<file path="src/design/assert_macros.svh">
// ----------------------------------------------------------------------------
// assert_macros.svh
// Concurrent assertion shorthands, clocked on clk and disabled during rst.
// ----------------------------------------------------------------------------
`ifndef ASSERT_MACROS_SVH
`define ASSERT_MACROS_SVH

`ifndef SYNTHESIS

// Property must hold at every clock edge out of reset
`define ASSERT_CLK(label, prop) \
  label: assert property (@(posedge clk) disable iff (rst) (prop)) \
    else $error("assertion failed");

// Expression must never be true at a clock edge out of reset
`define ASSERT_NEVER(label, expr) \
  label: assert property (@(posedge clk) disable iff (rst) !(expr)) \
    else $error("forbidden condition seen");

`else

`define ASSERT_CLK(label, prop)
`define ASSERT_NEVER(label, expr)

`endif

`endif

</file>
<file path="src/design/icmpenc_pkg.sv">
// ----------------------------------------------------------------------------
// icmpenc_pkg
// Shared types, constants and helpers of the ICMP echo encapsulator.
// ----------------------------------------------------------------------------
package icmpenc_pkg;

  // Inner header store
  localparam int unsigned HDR_DEPTH = 20;
  localparam int unsigned HDR_AW    = $clog2(HDR_DEPTH);

  // Outer IP header plus ICMP header
  localparam int unsigned TAIL_LEN = 28;
  localparam int unsigned TAIL_AW  = $clog2(TAIL_LEN);

  localparam logic [15:0] WRAP_HDR_LEN = 16'(TAIL_LEN);
  localparam logic [15:0] MAX_PAYLOAD  = 16'd65506;

  // Output queue
  localparam int unsigned OUT_FIFO_DEPTH = 2;
  localparam int unsigned OUT_FIFO_AW    = $clog2(OUT_FIFO_DEPTH);
  localparam int unsigned OUT_FIFO_CW    = $clog2(OUT_FIFO_DEPTH + 1);

  // Configuration register indexes
  localparam int unsigned CFG_IDX_W = 1;
  localparam logic [CFG_IDX_W-1:0] CFG_DEST_ADDRESS = 1'b0;
  localparam logic [CFG_IDX_W-1:0] CFG_ECHO_REPLY   = 1'b1;

  // Protocol codes
  localparam logic [3:0] IHL_MIN           = 4'd5;
  localparam logic [7:0] IP_PROTO_ICMP     = 8'd1;
  localparam logic [7:0] ICMP_TYPE_REQUEST = 8'd8;
  localparam logic [7:0] ICMP_TYPE_REPLY   = 8'd0;

  // Byte positions within the wrapped packet's headers
  localparam logic [TAIL_AW-1:0] OFS_VER_IHL   = 5'd0;
  localparam logic [TAIL_AW-1:0] OFS_LEN_HI    = 5'd2;
  localparam logic [TAIL_AW-1:0] OFS_LEN_LO    = 5'd3;
  localparam logic [TAIL_AW-1:0] OFS_PROTO     = 5'd9;
  localparam logic [TAIL_AW-1:0] OFS_IPCSUM_HI = 5'd10;
  localparam logic [TAIL_AW-1:0] OFS_IPCSUM_LO = 5'd11;
  localparam logic [TAIL_AW-1:0] OFS_DST0      = 5'd16;
  localparam logic [TAIL_AW-1:0] OFS_DST1      = 5'd17;
  localparam logic [TAIL_AW-1:0] OFS_DST2      = 5'd18;
  localparam logic [TAIL_AW-1:0] OFS_DST3      = 5'd19;
  localparam logic [TAIL_AW-1:0] OFS_ICMP_TYPE = 5'd20;
  localparam logic [TAIL_AW-1:0] OFS_ICMP_CS_HI = 5'd22;
  localparam logic [TAIL_AW-1:0] OFS_ICMP_CS_LO = 5'd23;
  localparam logic [TAIL_AW-1:0] TAIL_LAST     = 5'(TAIL_LEN - 1);

  // Checksum completion steps run during the tail
  localparam logic [2:0] STEP_TOTAL = 3'd0;
  localparam logic [2:0] STEP_DHI   = 3'd1;
  localparam logic [2:0] STEP_DLO   = 3'd2;
  localparam logic [2:0] STEP_CONST = 3'd3;
  localparam logic [2:0] STEP_DONE  = 3'd4;

  typedef enum logic [1:0] {
    ST_STREAM,
    ST_PAD,
    ST_HDR
  } state_t;

  typedef struct packed {
    logic [15:0] byte_offset;
    logic [7:0]  out_byte;
    logic        packet_done;
    logic        too_long;
  } result_t;

  // One's-complement 16-bit add with end-around carry
  function automatic logic [15:0] ones_add(logic [15:0] a, logic [15:0] b);
    logic [16:0] s;
    s = {1'b0, a} + {1'b0, b};
    return s[15:0] + {15'd0, s[16]};
  endfunction

  // Inner header bytes that enter the outer checksum unchanged (or masked)
  function automatic logic hdr_byte_kept(logic [TAIL_AW-1:0] idx);
    logic kept;
    case (idx)
      OFS_LEN_HI, OFS_LEN_LO, OFS_PROTO, OFS_IPCSUM_HI, OFS_IPCSUM_LO,
      OFS_DST0, OFS_DST1, OFS_DST2, OFS_DST3: kept = 1'b0;
      default: kept = 1'b1;
    endcase
    return kept;
  endfunction

endpackage

</file>
<file path="src/design/icmpenc_out_fifo.sv">
// ----------------------------------------------------------------------------
// icmpenc_out_fifo
// Two-entry result queue that decouples the encapsulator from the receiver.
// ----------------------------------------------------------------------------
`include "assert_macros.svh"

module icmpenc_out_fifo (
  input  logic                 clk,
  input  logic                 rst,
  input  logic                 push,
  input  icmpenc_pkg::result_t push_data,
  output logic                 space,
  output logic                 pop_valid,
  input  logic                 pop_ready,
  output icmpenc_pkg::result_t pop_data
);

  icmpenc_pkg::result_t                     entries [icmpenc_pkg::OUT_FIFO_DEPTH];
  logic [icmpenc_pkg::OUT_FIFO_AW-1:0]      wr_ptr;
  logic [icmpenc_pkg::OUT_FIFO_AW-1:0]      rd_ptr;
  logic [icmpenc_pkg::OUT_FIFO_CW-1:0]      count;
  logic                                     pop;

  assign space     = (count != icmpenc_pkg::OUT_FIFO_CW'(icmpenc_pkg::OUT_FIFO_DEPTH));
  assign pop_valid = (count != '0);
  assign pop       = pop_valid && pop_ready;
  assign pop_data  = entries[rd_ptr];

  // Storage
  always_ff @(posedge clk) begin
    if (push) begin
      entries[wr_ptr] <= push_data;
    end
  end

  // Pointers and fill level
  always_ff @(posedge clk) begin
    if (rst) begin
      wr_ptr <= '0;
      rd_ptr <= '0;
      count  <= '0;
    end else begin
      if (push) begin
        wr_ptr <= wr_ptr + 1'b1;
      end
      if (pop) begin
        rd_ptr <= rd_ptr + 1'b1;
      end
      case ({push, pop})
        2'b10:   count <= count + 1'b1;
        2'b01:   count <= count - 1'b1;
        default: count <= count;
      endcase
    end
  end

  `ASSERT_NEVER(a_push_full, push && !space)
  `ASSERT_CLK(a_count_range, count <= icmpenc_pkg::OUT_FIFO_CW'(icmpenc_pkg::OUT_FIFO_DEPTH))
  `ASSERT_CLK(a_empty_stable, (!pop_valid && !push) |=> !pop_valid)

endmodule

</file>
<file path="src/design/icmp_echo_encapsulator.sv">
// ----------------------------------------------------------------------------
// icmp_echo_encapsulator
// Wraps an inner IPv4 packet, byte by byte, into an ICMP echo message.
// ----------------------------------------------------------------------------
// Usage:
//   s_axis carries the inner packet one byte per word, tlast on its last byte.
//   m_axis carries (offset, byte) pairs of the wrapped packet: every payload
//   byte goes out at offset 28 + index through the output queue, then the
//   tail follows: a zero pad byte when the length is odd, the 20-byte outer
//   IPv4 header (offsets 0..19) and the 8-byte ICMP header (offsets 20..27).
//   tlast marks the last word of the tail; tuser marks the tail words of a
//   packet whose bytes past 65506 were dropped.
//   Throughput: one byte per cycle while the payload streams and the output
//   queue has space. After tlast the tail sequencer reads the header memory
//   once, emitting the pad byte in that step when present, then sends the 28
//   header words; no input is taken meanwhile.
//   A two-word output queue lets input continue while one result waits; a
//   stalled receiver holds everything once the queue is full.
//   Reset clears all packet state and sets dest_address and echo_reply to 0.
//   Configuration is written through cfg_we/cfg_index/cfg_data when idle.
// ----------------------------------------------------------------------------
`include "assert_macros.svh"

module icmp_echo_encapsulator (
  input  logic                              clk,
  input  logic                              rst,
  // Inner packet
  input  logic                              s_axis_tvalid,
  output logic                              s_axis_tready,
  input  logic [7:0]                        s_axis_tdata,   // [7:0] data_byte
  input  logic                              s_axis_tlast,   // final_byte
  // Wrapped packet words
  output logic                              m_axis_tvalid,
  input  logic                              m_axis_tready,
  output logic [23:0]                       m_axis_tdata,   // [15:0] byte_offset, [23:16] out_byte
  output logic                              m_axis_tlast,   // packet_done
  output logic                              m_axis_tuser,   // too_long
  // Configuration
  input  logic                              cfg_we,
  input  logic [icmpenc_pkg::CFG_IDX_W-1:0] cfg_index,
  input  logic [31:0]                       cfg_data
);

  // Configuration registers
  logic [31:0] dest_address;
  logic        echo_reply;

  // Packet state
  icmpenc_pkg::state_t state, state_next;
  logic [15:0] byte_count;
  logic [15:0] payload_sum;
  logic [15:0] hdr_sum;
  logic [7:0]  pending_high_byte;
  logic        overflow_seen;
  logic [icmpenc_pkg::HDR_DEPTH-1:0] hdr_valid;
  logic [15:0] total;
  logic        len_odd;
  logic [icmpenc_pkg::TAIL_AW-1:0] tail_idx;
  logic [2:0]  sum_step;

  // Header memory
  logic [7:0]  hdr_mem [icmpenc_pkg::HDR_DEPTH];
  logic [7:0]  rd_data;
  logic        rd_valid;
  logic        rd_en;
  logic [icmpenc_pkg::HDR_AW-1:0] rd_addr;

  // Datapath
  logic        fifo_space;
  logic        in_accept;
  logic        in_keep;
  logic        in_hdr;
  logic [icmpenc_pkg::HDR_AW-1:0] wr_addr;
  logic [15:0] len;
  logic [15:0] total_in;
  logic [7:0]  hdr_in_byte;
  logic [15:0] hdr_add;
  logic [15:0] pay_add;
  logic [7:0]  icmp_type;
  logic [7:0]  hbyte;
  logic [7:0]  tail_byte;
  logic        tail_push;
  logic        stream_push;
  logic        pkt_clear;
  logic        fifo_push;
  icmpenc_pkg::result_t fifo_in;
  icmpenc_pkg::result_t fifo_out;

  assign icmp_type = echo_reply ? icmpenc_pkg::ICMP_TYPE_REPLY : icmpenc_pkg::ICMP_TYPE_REQUEST;

  // Input handshake
  assign s_axis_tready = (state == icmpenc_pkg::ST_STREAM) && fifo_space;
  assign in_accept     = s_axis_tvalid && s_axis_tready;
  assign in_keep       = byte_count < icmpenc_pkg::MAX_PAYLOAD;
  assign in_hdr        = byte_count < 16'(icmpenc_pkg::HDR_DEPTH);
  assign wr_addr       = byte_count[icmpenc_pkg::HDR_AW-1:0];
  assign stream_push   = in_accept && in_keep;

  // Length and outer total length as seen at the final byte
  assign len      = byte_count + {15'd0, in_keep};
  assign total_in = icmpenc_pkg::WRAP_HDR_LEN + len + {15'd0, len[0]};

  // Header byte as it enters the outer checksum
  assign hdr_in_byte = (wr_addr == icmpenc_pkg::HDR_AW'(icmpenc_pkg::OFS_VER_IHL)) ?
                       {s_axis_tdata[7:4], 4'd0} : s_axis_tdata;

  // Checksum adder operands: streaming bytes, then completion steps
  always_comb begin
    hdr_add = '0;
    pay_add = '0;
    if (state == icmpenc_pkg::ST_STREAM) begin
      if (stream_push && in_hdr &&
          icmpenc_pkg::hdr_byte_kept(icmpenc_pkg::TAIL_AW'(wr_addr))) begin
        hdr_add = byte_count[0] ? {8'd0, hdr_in_byte} : {hdr_in_byte, 8'd0};
      end
      if (stream_push && byte_count[0]) begin
        pay_add = {pending_high_byte, s_axis_tdata};
      end
    end else begin
      case (sum_step)
        icmpenc_pkg::STEP_TOTAL: begin
          hdr_add = total;
          pay_add = len_odd ? {pending_high_byte, 8'd0} : 16'd0;
        end
        icmpenc_pkg::STEP_DHI: begin
          hdr_add = dest_address[31:16];
          pay_add = {icmp_type, 8'd0};
        end
        icmpenc_pkg::STEP_DLO: begin
          hdr_add = dest_address[15:0];
        end
        icmpenc_pkg::STEP_CONST: begin
          hdr_add = {4'd0, icmpenc_pkg::IHL_MIN, icmpenc_pkg::IP_PROTO_ICMP};
        end
        default: begin
          hdr_add = '0;
        end
      endcase
    end
  end

  // Header byte of the current tail position
  assign hbyte = rd_valid ? rd_data : 8'd0;

  always_comb begin
    case (tail_idx)
      icmpenc_pkg::OFS_VER_IHL:    tail_byte = {hbyte[7:4], icmpenc_pkg::IHL_MIN};
      icmpenc_pkg::OFS_LEN_HI:     tail_byte = total[15:8];
      icmpenc_pkg::OFS_LEN_LO:     tail_byte = total[7:0];
      icmpenc_pkg::OFS_PROTO:      tail_byte = icmpenc_pkg::IP_PROTO_ICMP;
      icmpenc_pkg::OFS_IPCSUM_HI:  tail_byte = ~hdr_sum[15:8];
      icmpenc_pkg::OFS_IPCSUM_LO:  tail_byte = ~hdr_sum[7:0];
      icmpenc_pkg::OFS_DST0:       tail_byte = dest_address[31:24];
      icmpenc_pkg::OFS_DST1:       tail_byte = dest_address[23:16];
      icmpenc_pkg::OFS_DST2:       tail_byte = dest_address[15:8];
      icmpenc_pkg::OFS_DST3:       tail_byte = dest_address[7:0];
      icmpenc_pkg::OFS_ICMP_TYPE:  tail_byte = icmp_type;
      icmpenc_pkg::OFS_ICMP_CS_HI: tail_byte = ~payload_sum[15:8];
      icmpenc_pkg::OFS_ICMP_CS_LO: tail_byte = ~payload_sum[7:0];
      default: begin
        tail_byte = (tail_idx < icmpenc_pkg::TAIL_AW'(icmpenc_pkg::HDR_DEPTH)) ? hbyte : 8'd0;
      end
    endcase
  end

  // Tail sequencer: next state, memory reads and result selection
  always_comb begin
    state_next  = state;
    rd_en       = 1'b0;
    rd_addr     = '0;
    tail_push   = 1'b0;
    pkt_clear   = 1'b0;
    fifo_in     = '{byte_offset: icmpenc_pkg::WRAP_HDR_LEN + byte_count,
                    out_byte:    s_axis_tdata,
                    packet_done: 1'b0,
                    too_long:    overflow_seen};
    case (state)
      icmpenc_pkg::ST_STREAM: begin
        if (in_accept && s_axis_tlast) begin
          state_next = icmpenc_pkg::ST_PAD;
        end
      end
      icmpenc_pkg::ST_PAD: begin
        rd_en   = 1'b1;
        fifo_in = '{byte_offset: total - 16'd1,
                    out_byte:    8'd0,
                    packet_done: 1'b0,
                    too_long:    overflow_seen};
        if (!len_odd) begin
          state_next = icmpenc_pkg::ST_HDR;
        end else if (fifo_space) begin
          tail_push  = 1'b1;
          state_next = icmpenc_pkg::ST_HDR;
        end
      end
      icmpenc_pkg::ST_HDR: begin
        fifo_in = '{byte_offset: {{(16 - icmpenc_pkg::TAIL_AW){1'b0}}, tail_idx},
                    out_byte:    tail_byte,
                    packet_done: (tail_idx == icmpenc_pkg::TAIL_LAST),
                    too_long:    overflow_seen};
        if (fifo_space) begin
          tail_push = 1'b1;
          rd_addr   = icmpenc_pkg::HDR_AW'(tail_idx + 1'b1);
          rd_en     = (tail_idx + 1'b1) < icmpenc_pkg::TAIL_AW'(icmpenc_pkg::HDR_DEPTH);
          if (tail_idx == icmpenc_pkg::TAIL_LAST) begin
            pkt_clear  = 1'b1;
            state_next = icmpenc_pkg::ST_STREAM;
          end
        end
      end
      default: begin
        state_next = icmpenc_pkg::ST_STREAM;
      end
    endcase
  end

  assign fifo_push = stream_push || tail_push;

  // Header memory: written while streaming, read by the tail
  always_ff @(posedge clk) begin
    if (stream_push && in_hdr) begin
      hdr_mem[wr_addr] <= s_axis_tdata;
    end
    if (rd_en) begin
      rd_data  <= hdr_mem[rd_addr];
      rd_valid <= hdr_valid[rd_addr];
    end
  end

  // Control and packet state
  always_ff @(posedge clk) begin
    if (rst) begin
      state             <= icmpenc_pkg::ST_STREAM;
      byte_count        <= '0;
      payload_sum       <= '0;
      hdr_sum           <= '0;
      pending_high_byte <= '0;
      overflow_seen     <= 1'b0;
      hdr_valid         <= '0;
      tail_idx          <= '0;
      sum_step          <= icmpenc_pkg::STEP_TOTAL;
      total             <= '0;
      len_odd           <= 1'b0;
    end else begin
      state <= state_next;
      if (pkt_clear) begin
        byte_count        <= '0;
        payload_sum       <= '0;
        hdr_sum           <= '0;
        pending_high_byte <= '0;
        overflow_seen     <= 1'b0;
        hdr_valid         <= '0;
      end else begin
        payload_sum <= icmpenc_pkg::ones_add(payload_sum, pay_add);
        hdr_sum     <= icmpenc_pkg::ones_add(hdr_sum, hdr_add);
        if (stream_push) begin
          byte_count <= byte_count + 16'd1;
          if (!byte_count[0]) begin
            pending_high_byte <= s_axis_tdata;
          end
          if (in_hdr) begin
            hdr_valid[wr_addr] <= 1'b1;
          end
        end
        if (in_accept && !in_keep) begin
          overflow_seen <= 1'b1;
        end
      end
      // Tail bookkeeping
      if (in_accept && s_axis_tlast) begin
        total    <= total_in;
        len_odd  <= len[0];
        tail_idx <= '0;
        sum_step <= icmpenc_pkg::STEP_TOTAL;
      end else begin
        if (state != icmpenc_pkg::ST_STREAM && sum_step != icmpenc_pkg::STEP_DONE) begin
          sum_step <= sum_step + 3'd1;
        end
        if (state == icmpenc_pkg::ST_HDR && tail_push) begin
          tail_idx <= tail_idx + 1'b1;
        end
      end
    end
  end

  // Configuration writes
  always_ff @(posedge clk) begin
    if (rst) begin
      dest_address <= '0;
      echo_reply   <= 1'b0;
    end else if (cfg_we) begin
      case (cfg_index)
        icmpenc_pkg::CFG_DEST_ADDRESS: dest_address <= cfg_data;
        icmpenc_pkg::CFG_ECHO_REPLY:   echo_reply   <= cfg_data[0];
        default: begin
          dest_address <= dest_address;
        end
      endcase
    end
  end

  // Result queue
  icmpenc_out_fifo u_out_fifo (
    .clk       (clk),
    .rst       (rst),
    .push      (fifo_push),
    .push_data (fifo_in),
    .space     (fifo_space),
    .pop_valid (m_axis_tvalid),
    .pop_ready (m_axis_tready),
    .pop_data  (fifo_out)
  );

  assign m_axis_tdata = {fifo_out.out_byte, fifo_out.byte_offset};
  assign m_axis_tlast = fifo_out.packet_done;
  assign m_axis_tuser = fifo_out.too_long;

  `ASSERT_NEVER(a_no_input_in_tail, (state != icmpenc_pkg::ST_STREAM) && in_accept)
  `ASSERT_CLK(a_csum_ready,
    (tail_push && state == icmpenc_pkg::ST_HDR && tail_idx == icmpenc_pkg::OFS_IPCSUM_HI)
    |-> (sum_step == icmpenc_pkg::STEP_DONE))
  `ASSERT_CLK(a_clear_after_tail,
    pkt_clear |=> (hdr_valid == '0) && (byte_count == '0) && (state == icmpenc_pkg::ST_STREAM))
  `ASSERT_CLK(a_count_bound, byte_count <= icmpenc_pkg::MAX_PAYLOAD)

endmodule
</file>
<file path="config.mk">
export PLATFORM = sky130hd
export DESIGN_NAME = icmp_echo_encapsulator
export DESIGN_NICKNAME = d
export VERILOG_FILES = /design/src/design/icmpenc_pkg.sv /design/src/design/icmpenc_out_fifo.sv /design/src/design/icmp_echo_encapsulator.sv
export VERILOG_INCLUDE_DIRS = /design/src /design/src/design
export SDC_FILE = /design/constraint.sdc
export NUM_CORES = 1
export LEC_CHECK = 0
export BUFFER_PORTS_ARGS = -buffer_cell sky130_fd_sc_hd__buf_2
export CORE_UTILIZATION = 45
export CTS_CLUSTER_DIAMETER = 30
export DETAILED_ROUTE_END_ITERATION = 10
export PLACE_DENSITY = 0.62
export SYNTH_ARGS = -nofsm -noshare
export SYNTH_HDL_FRONTEND = slang
export SYNTH_SLANG_ARGS = --single-unit
</file>
<file path="constraint.sdc">
create_clock -name clk -period 6.9 [get_ports clk]
set_input_delay 0.69 -clock clk [delete_from_list [all_inputs] [get_ports clk]]
set_output_delay 0.69 -clock clk [all_outputs]
set_load 0.02 [all_outputs]
</file>
==> flow_metrics.py <==
metrics = {
    "setup_path": {
        "critPathCaptureType": "register",
        "required_ns": 7.41,
        "cp.arrival_ns": 6.85,
        "cp_max_fo": 15,
        "critPathKind": "reg2reg",
        "cp-start-kind": "register",
    },
    "die": {
        "ios": 75,
        "fp.dieH_um": 206,
        "core_um2": 41000,
        "start_util_pct": 45.8,
        "die-area_um2": 42600,
        "row_count": 74,
        "fp.dieW_um": 206,
    },
    "synthesis": {
        "yosys_most_used_dff": "edfxtp_1",
        "async_flop_share_pct": 0,
        "synth_nets": 1975,
        "syn_area_per_cell_um2": 10.1,
        "synthCells": 1861,
        "ys_types": 71,
        "yosysWarnings": 0,
        "yosysSeqAreaShare_pct": 50.4,
        "synth_seq_cells": 363,
        "synth_edf_count": 221,
        "syn_area_um2": 18800,
    },
    "timing": {
        "timing.final.crit_share_pct": 91.8,
        "rsz0062_at_grt": "no",
        "slew_headroom_pct": 24.1,
        "hold_viol": 0,
        "worstMarginPinSlew_ns": 1.13,
        "timing.hold.ws_ns": 0.332,
        "report.final.slew_viol_count": 0,
        "tns_ns": 0,
        "skew_ns": 0.0287,
        "worst_slack_ns": 0.563,
        "setup_viol": 0,
        "fin_crit_ns": 6.34,
        "fmaxAchievable_mhz": 158,
    },
    "clock_network": {
        "cts-root-buf": "clkbuf_16",
        "postCtsResizedCells": 0,
        "htree_num_levels": 3,
        "cts_tree": "done",
        "clkLatencyLatePin_ns": 0.61,
        "postCtsSetupBuffers": 0,
        "clkTransAtPathRegs_ns": 0.04,
        "cts.path.max_buffers": 3,
        "ctsHoldBuffers": 0,
        "cts_buffers": 81,
        "cts.sinks": 363,
    },
    "power": {
        "p_per_area_nw_per_um2": 388,
        "swShare_pct": 30.5,
        "leakage_nw": 8.10,
        "p_comb_share_pct": 23.0,
        "p_clk_share_pct": 45.2,
        "p_switching_w": 0.00266,
        "power_w": 0.00874,
        "ir_drop_mv": 0.180,
        "sequentialPowerShare_pct": 31.8,
        "p_int_w": 0.00607,
    },
    "hold_path": {
        "hp-class": "in2reg",
    },
    "global_routing": {
        "grt_pass1_vias": 14356,
        "met2_usage_pct": 41.2,
        "grt-ovfl-total": 0,
        "grt_pass1_wl_um": 85200,
        "busiest_layer": "met2",
        "grt_max_degree": 63,
        "antenna_found_initial": 3,
        "grtUsageMet1_pct": 37.3,
        "gr-usage-all-layers_pct": 26.7,
        "met3_usage_pct": 4.46,
    },
    "detailed_routing": {
        "viasPerCell": 5.89,
        "ant_nets": 0,
        "drtIter0Drc": 1631,
        "routedWlPerCell_um": 22.1,
        "drc": 18,
        "via_count": 14967,
        "dr.pass1.iters": 9,
        "finalWirelength_um": 56100,
    },
    "placed_design": {
        "place_ws_ns": 0.695,
        "gp_congestion": 0.961,
        "portBuffers": 74,
        "dpl.hpwl_um": 39000,
    },
    "layout": {
        "nets": 2052,
        "final_layout_size_suffix_gt1_share_pct": 15.3,
        "area_growth_pct": 19.8,
    },
    "run_status": {
        "violations": "DRC",
        "status": "finished with violations",
    },
    "run": {
        "maxCapViolCount": 0,
    },
}
-- final timing paths --
check,depth (start not counted),end,slack [ns],startpoint
setup / recovery,26,payload_sum[15],0.56,byte_count[2]
hold / removal,3,dest_address[30],0.33,cfg_data[30]
setup reg to reg,26,payload_sum[15],0.56,byte_count[2]
hold reg to reg,1,hdr_valid[19],0.46,hdr_valid[19]
-- metal layers --
layer | up-vias | routed length, µm
li1 | 7011 | -
met1 | 7284 | 25000
met2 | 578 | 25700
met3 | 92 | 3840
met4 | 2 | 1510
met5 | - | 13
-- cell usage after synthesis (all sizes together), types with 11 or more instances --
master | count | area [µm²]
buf | 11 | 51.3
mux4 | 12 | 270
xnor2 | 73 | 639
dfxtp | 142 | 2840
o311ai | 14 | 123
nor3 | 38 | 190
inv | 45 | 169
o21a | 14 | 105
nor2 | 180 | 676
a21oi | 126 | 631
clkbuf | 99 | 372
o211ai | 17 | 133
nor4 | 15 | 93.8
nand2 | 197 | 739
ha | 65 | 813
o22ai | 18 | 113
and3 | 31 | 194
a22oi | 11 | 82.6
a211oi | 28 | 210
or2 | 14 | 87.6
and2 | 13 | 81.3
o221ai | 14 | 129
nand3 | 57 | 285
mux2 | 28 | 315
nor2b | 46 | 288
or3 | 18 | 113
edfxtp | 221 | 6640
o21ai | 76 | 380
nand2b | 21 | 131
xor2 | 42 | 368
mux2i | 28 | 280
a221oi | 16 | 140
-- power groups by stage --
stage          Clock, W  Combinational (W)  Sequential [W]
2_1_floorplan         0            0.00142         0.00272
3_3_place_gp          0            0.00196         0.00280
3_5_place_dp          0            0.00198         0.00281
4_1_cts         0.00400            0.00200         0.00277
5_1_grt         0.00412            0.00219         0.00280
6_report        0.00395            0.00201         0.00277
-- cell usage in the layout, fill, tap and decap left out, types with 30 or more instances in the layout --
| cell | n |
|---|---|
| edfxtp_1 | 221 |
| nand2_1 | 197 |
| nor2_1 | 178 |
| dfxtp_1 | 141 |
| a21oi_1 | 126 |
| clkbuf_16 | 82 |
| o21ai_0 | 74 |
| buf_2 | 74 |
| xnor2_1 | 73 |
| ha_1 | 64 |
| nand3_1 | 57 |
| inv_1 | 45 |
| nor2b_1 | 44 |
| xor2_1 | 41 |
| nor3_1 | 38 |
| and3_1 | 31 |
| buf_4 | 30 |
-- through the flow --
step                cells  utilization (%)  instance area, µm²
global placement     2387             47.9               19700
CTS                  2538             54.9               22500
global route         2538             54.9               22500
finish               2539             54.9               22500
detailed placement   2387             47.9               19700
floorplan            1861                -               18800
-- state kept, by name (all words and copies together), names as in the netlist, 3 cells and up, named ones only --
name	cells
sum_step	3
tail_idx	5
payload_sum	16
total	15
u_out_fifo.entries	52
rd_data	8
pending_high_byte	8
hdr_sum	16
hdr_mem	160
hdr_valid	20
dest_address	32
byte_count	16
-- cell families after synthesis --
group	synth area share, %
simple gates	16.6
flops	50.4
buf+inv	3.19
compound gates	15.3
fa+ha+maj	4.54
xor+xnor	5.36
mux	4.61
-- critical path: stages, from the launching register on --
cell      delay (ns)
dfxtp_1         0.29
buf_4           0.18
inv_1           0.20
ha_1            0.22
nor2b_1         0.23
a21oi_1         0.12
a21oi_1         0.35
ha_1            0.42
and3_1          0.23
ha_1            0.18
inv_1           0.06
fa_1            0.41
nor2b_1         0.20
o2111a_1        0.22
o21a_1          0.16
o21bai_1        0.11
nor2b_1         0.13
o21a_1          0.11
o21ai_0         0.07
a21oi_1         0.20
ha_1            0.21
and3b_1         0.22
nand2_1         0.07
or4_1           0.50
or4_4           0.53
or4_1           0.48
a21oi_1         0.15
-- layout make-up --
type	count	area, µm²
Tap cell	532	666
Clock buffer	108	2260
Sequential cell	363	9480
Antenna cell	1	2.50
Clock inverter	43	603
Fill cell	3563	18500
Multi-Input combinational cell	1341	8740
Timing Repair Buffer	104	596
Inverter	47	176
No activity file was read; power rests on OpenSTA's default activity.
